===== config.mk =====
export PLATFORM = sky130hd
export DESIGN_NAME = lkt_cell
export DESIGN_NICKNAME = d
export VERILOG_FILES = /design/src/hdl/lkt_pkg.sv /design/src/hdl/lkt_cell.sv
export SDC_FILE = /design/constraint.sdc
export NUM_CORES = 1
export LEC_CHECK = 0
export BUFFER_PORTS_ARGS = -buffer_cell sky130_fd_sc_hd__buf_2
export CAP_MARGIN = 20
export CORE_ASPECT_RATIO = 1.2
export CORE_MARGIN = 2
export CORE_UTILIZATION = 47
export CTS_BUF_LIST = sky130_fd_sc_hd__clkbuf_16
export DETAILED_ROUTE_END_ITERATION = 7
export GPL_TIMING_DRIVEN = 0
export HOLD_SLACK_MARGIN = 0.12
export PLACE_DENSITY = 0.85
export SYNTH_ARGS = -nofsm -noshare
export SYNTH_HDL_FRONTEND = slang
export SYNTH_SLANG_ARGS = --single-unit

===== constraint.sdc =====
create_clock -name clk -period 2.35 [get_ports clk]
set_input_delay 0.47 -clock clk [delete_from_list [all_inputs] [get_ports clk]]
set_output_delay 0.47 -clock clk [all_outputs]
set_load 0.01 [all_outputs]

===== src/hdl/lkt_pkg.sv =====
`timescale 1ns / 1ps
// ----------------------------------------------------------------------------
// lkt_pkg: shared types and constants of the LRU key tracker
// Field widths, register map and the control word that rides the cell chain.
// ----------------------------------------------------------------------------
package lkt_pkg;

    // Fixed field widths of the channels
    localparam int KEY_W        = 16;
    localparam int OPEN_LIMIT_W = 9;

    // Configuration port
    localparam int APB_ADDR_W = 3;
    localparam int APB_DATA_W = 32;
    localparam int REG_IDX_W  = APB_ADDR_W - 2;

    localparam logic [REG_IDX_W-1:0]    REG_OPEN_LIMIT   = 1'b0;
    localparam logic [OPEN_LIMIT_W-1:0] OPEN_LIMIT_RESET = 9'd256;

    // Control word of one item travelling down the chain
    typedef struct packed {
        logic valid;   // an item occupies this slot
        logic active;  // still searching for its key
        logic hit;     // key found in a held entry
        logic evict;   // least recent key dropped, carried in the data word
    } tok_ctrl_t;

endpackage


===== src/hdl/lkt_cell.sv =====
`timescale 1ns / 1ps
// ----------------------------------------------------------------------------
// lkt_cell: one entry of the recency chain
// Holds one key and its live flag. An active item swaps its carried key in,
// finishes on a match or at the end of the live region, and moves on.
// ----------------------------------------------------------------------------
module lkt_cell #(
    parameter int INDEX    = 0,
    parameter int KEY_BITS = 16,
    parameter int LIM_W    = 9
) (
    input  logic                 clk,
    input  logic                 rst_n,
    input  logic                 adv,
    input  logic [LIM_W-1:0]     lim,
    input  lkt_pkg::tok_ctrl_t   ctl_in,
    input  logic [KEY_BITS-1:0]  key_in,
    input  logic [KEY_BITS-1:0]  carry_in,
    output lkt_pkg::tok_ctrl_t   ctl_out,
    output logic [KEY_BITS-1:0]  key_out,
    output logic [KEY_BITS-1:0]  carry_out,
    output logic                 live
);
    import lkt_pkg::*;

    logic                live_reg;
    logic                live_next;
    logic [KEY_BITS-1:0] value_reg;
    logic [KEY_BITS-1:0] value_next;
    tok_ctrl_t           ctl_reg;
    tok_ctrl_t           ctl_next;
    logic [KEY_BITS-1:0] key_reg;
    logic [KEY_BITS-1:0] carry_reg;
    logic [KEY_BITS-1:0] carry_next;
    logic                at_limit;

    // A miss reaching this position with the set full drops the tail key
    assign at_limit = (LIM_W'(INDEX) >= lim);

    always_comb
    begin
        live_next  = live_reg;
        value_next = value_reg;
        ctl_next   = ctl_in;
        carry_next = carry_in;
        if (ctl_in.valid && ctl_in.active)
        begin
            if (live_reg)
            begin
                value_next = carry_in;
                if (value_reg == key_in)
                begin
                    ctl_next.active = 1'b0;
                    ctl_next.hit    = 1'b1;
                    carry_next      = '0;
                end
                else
                begin
                    carry_next = value_reg;
                end
            end
            else if (at_limit)
            begin
                // carry holds the least recent key: report it, keep the cell empty
                ctl_next.active = 1'b0;
                ctl_next.evict  = 1'b1;
            end
            else
            begin
                live_next       = 1'b1;
                value_next      = carry_in;
                ctl_next.active = 1'b0;
                carry_next      = '0;
            end
        end
    end

    always_ff @(posedge clk or negedge rst_n)
    begin
        if (!rst_n)
        begin
            live_reg <= 1'b0;
            ctl_reg  <= '0;
        end
        else if (adv)
        begin
            live_reg <= live_next;
            ctl_reg  <= ctl_next;
        end
    end

    always_ff @(posedge clk)
    begin
        if (adv)
        begin
            value_reg <= value_next;
            key_reg   <= key_in;
            carry_reg <= carry_next;
        end
    end

    assign ctl_out   = ctl_reg;
    assign key_out   = key_reg;
    assign carry_out = carry_reg;
    assign live      = live_reg;

`ifndef ASSERT_OFF
    a_outcome_excl: assert property (@(posedge clk) disable iff (!rst_n)
        ctl_reg.valid |-> !(ctl_reg.hit && ctl_reg.evict))
        else $error("lkt_cell: item both hit and evicted");
    a_done_not_active: assert property (@(posedge clk) disable iff (!rst_n)
        (ctl_reg.valid && (ctl_reg.hit || ctl_reg.evict)) |-> !ctl_reg.active)
        else $error("lkt_cell: finished item still searching");
    a_live_sticky: assert property (@(posedge clk) disable iff (!rst_n)
        live_reg |=> live_reg)
        else $error("lkt_cell: live entry lost");
`endif

endmodule


==> flow_summary.ini <==
[final_layout]
stdcell_area_sq_um = 2800
diodes = 0
mostFrequentLayoutCells = 84 x buf_2, 48 x edfxtp_1, 18 x nand2_1, 16 x xnor2_1, 16 x o2bb2ai_1
drive_gt1_share_pct = 44.5
area_growth_pct = 32.4
nets = 274
mostFrequentLayoutCell = buf_2

[pwr]
powerDensity_nw_per_um2 = 775
power_leakage_nw = 1.11
peakVddDrop_mv = 0.415

[floorplan]
rows = 26
ios = 85
die_w_um = 65.2
coreArea_sq_um = 4290
fp.dieArea_sq_um = 5050
die_h_um = 77.4
start_util_pct = 49.2

[setup_path]
cp_slowest_cell = dfrtp_1
cpMostUsedCell = nand3_1
start_kind = register
critPathMaxStageDelay_ns = 0.42
path_cells = nor4_1 -> nand3_1 -> nand3_1 -> buf_4 -> nor2_2 -> buf_6
worstPathMaxFanout = 10
end_kind = register
path_class = register to register
cp.required_ns = 2.34
arrival_ns = 2.09

[place]
hpwl_um = 3130
numPortBuffers = 84
placed_cell_area_sq_um = 2610
place_ws_ns = -0.320
gp_congestion = 0.734

[timing]
slew_headroom_pct = 62.7
setup_viol = 0
setup_ws_ns = 0.248
worstMarginPinSlew_ns = 0.556
hold_viol = 0
finalCritPeriodShare_pct = 89.4
fin_crit_ns = 2.10
rsz0062_at_grt = no
fmax_mhz = 476
fin_hold_ws_ns = 0.377
worst_clock_skew_ns = 0.00443
setup-tns-final_ns = 0
maxSlewViolCount = 0

[clock_network]
clock-sinks = 53
clk_latency_ns = 0.28
cts_buffers = 5
cts_tree = yes
cts_max_level = 2
clockBufferDepth = 2
cts_root_buf = clkbuf_16
clk_pin_slew_ns = 0.07
post_cts_buffers = 0

[synth]
synth_seq_cells = 53
synth_area_sq_um = 2110
seq_area_frac_synth_pct = 74.2
synth_area_per_cell_sq_um = 15.9
yosys_warnings = 0
synth_area_leaders = edfxtp_1 68%, o2bb2ai_1 6.6%, xnor2_1 6.6%
synth_top_area_share_pct = 68.3
synth_top_cell_by_area = edfxtp_1
ys_types = 21
syn_inst = 133
syn_nets = 181

[global_routing]
grt_max_degree = 34
grt.total_usage_pct = 17.2
grt_pass1_vias = 1450
antenna_found_initial = 0
grt.overflow.total = 0
grt_pass1_wl_um = 6630

[detailed_routing]
drtAntennaViolNets = 0
firstDrtPassIters = 4
vias = 1437
drcViolationCount = 0
drt_iter0_drc = 83
drt-vias-per-instance = 5.08
wirelength_um = 4180
wl_per_cell_um = 14.8

[flow_run]
maxCapViolCount = 0

[outcome]
outcome = completed

[hold_path]
hold_class = input port to register
[repair_timing]
| action | CTS | global route |
|---|---|---|
| gates resized for setup | 1 | 1 |
| endpoints found under the hold margin | 5 | 0 |
| cloned | 0 | 0 |
| setup endpoints to repair | 10 | 10 |
| hold buffers | 1 | 0 |
[where the power goes]
| group | total (W) | internal [W] | switching (W) |
|---|---|---|---|
| clock network | 0.000805 | 0.000500 | 0.000305 |
| registers | 0.00113 | 0.00110 | 0.0000245 |
| logic | 0.000234 | 0.000110 | 0.000124 |
| total | 0.00217 | 0.00171 | 0.000453 |
[per-stage QoR]
stage | cells | util (%) | power (W)
after floorplan | 133 | - | 0.00125
after global placement | 273 | 60.6 | 0.00137
after detailed placement | 274 | 60.8 | 0.00138
after CTS | 283 | 65.0 | 0.00218
after global routing | 283 | 65.1 | 0.00226
final | 283 | 65.1 | 0.00217
[cells in the mapped netlist]
library cell,number
mux2_2,2
nor4_4,1
nand4_1,4
clkbuf_1,2
and3_1,1
o2bb2ai_1,16
nand2_1,18
a31o_2,1
inv_1,1
edfxtp_1,48
o21ai_0,3
dfrtp_1,5
nor2_1,4
buf_4,1
nand3_1,3
buf_6,1
o21ba_2,1
xnor2_1,16
buf_2,1
nor4_1,2
a21oi_1,2
[logic make-up after synthesis]
family	after synthesis	synth area share, %
AO/OA/AOI/OAI	23	8.71
flip-flops	53	74.2
buffers and inverters	6	1.66
AND/OR/NAND/NOR	33	7.71
XOR/XNOR	16	6.64
multiplexers	2	1.07
[cell type report]
| type | instances | area, sq um |
|---|---|---|
| well taps | 56 | 70.1 |
| repair buffers | 86 | 444 |
| clock inverters | 3 | 42.5 |
| fillers | 340 | 1500 |
| flip-flops and latches | 53 | 1570 |
| inverters | 1 | 3.75 |
| plain buffers | 5 | 31.3 |
| multi-input cells | 74 | 512 |
| clock buffers | 5 | 125 |
[per-layer routing]
| metal | part of all wire, % | track usage [%] |
|---|---|---|
| met4 | 0.50 | 5.21 |
| met2 | 51 | 30.0 |
| met5 | 0 | 0 |
| met3 | 7.6 | 4.78 |
| met1 | 41 | 20.5 |
[path summary, 6_finish.rpt]
check | depth (start not counted) | slack (ns) | endpoint | startpoint
setup / recovery | 6 | 0.25 | value_reg[2] | live
hold / removal | 1 | 0.38 | value_reg[9] | carry_in[9]
min in group asynchronous | 2 | 0.54 | ctl_out[3] | rst_n
hold reg to reg | 1 | 0.52 | ctl_out[3] | ctl_out[3]
max in group asynchronous | 2 | 1.68 | ctl_out[2] | rst_n
setup reg to reg | 6 | 0.25 | value_reg[2] | live
[critical path, delay by kind of cell, from the launching register on]
kind / cells / cell delay, ns
buf+inv: 2 / 0.53
simple gates: 4 / 0.84
flops: 1 / 0.42
Note: power is estimated with default switching activity, not from simulation.
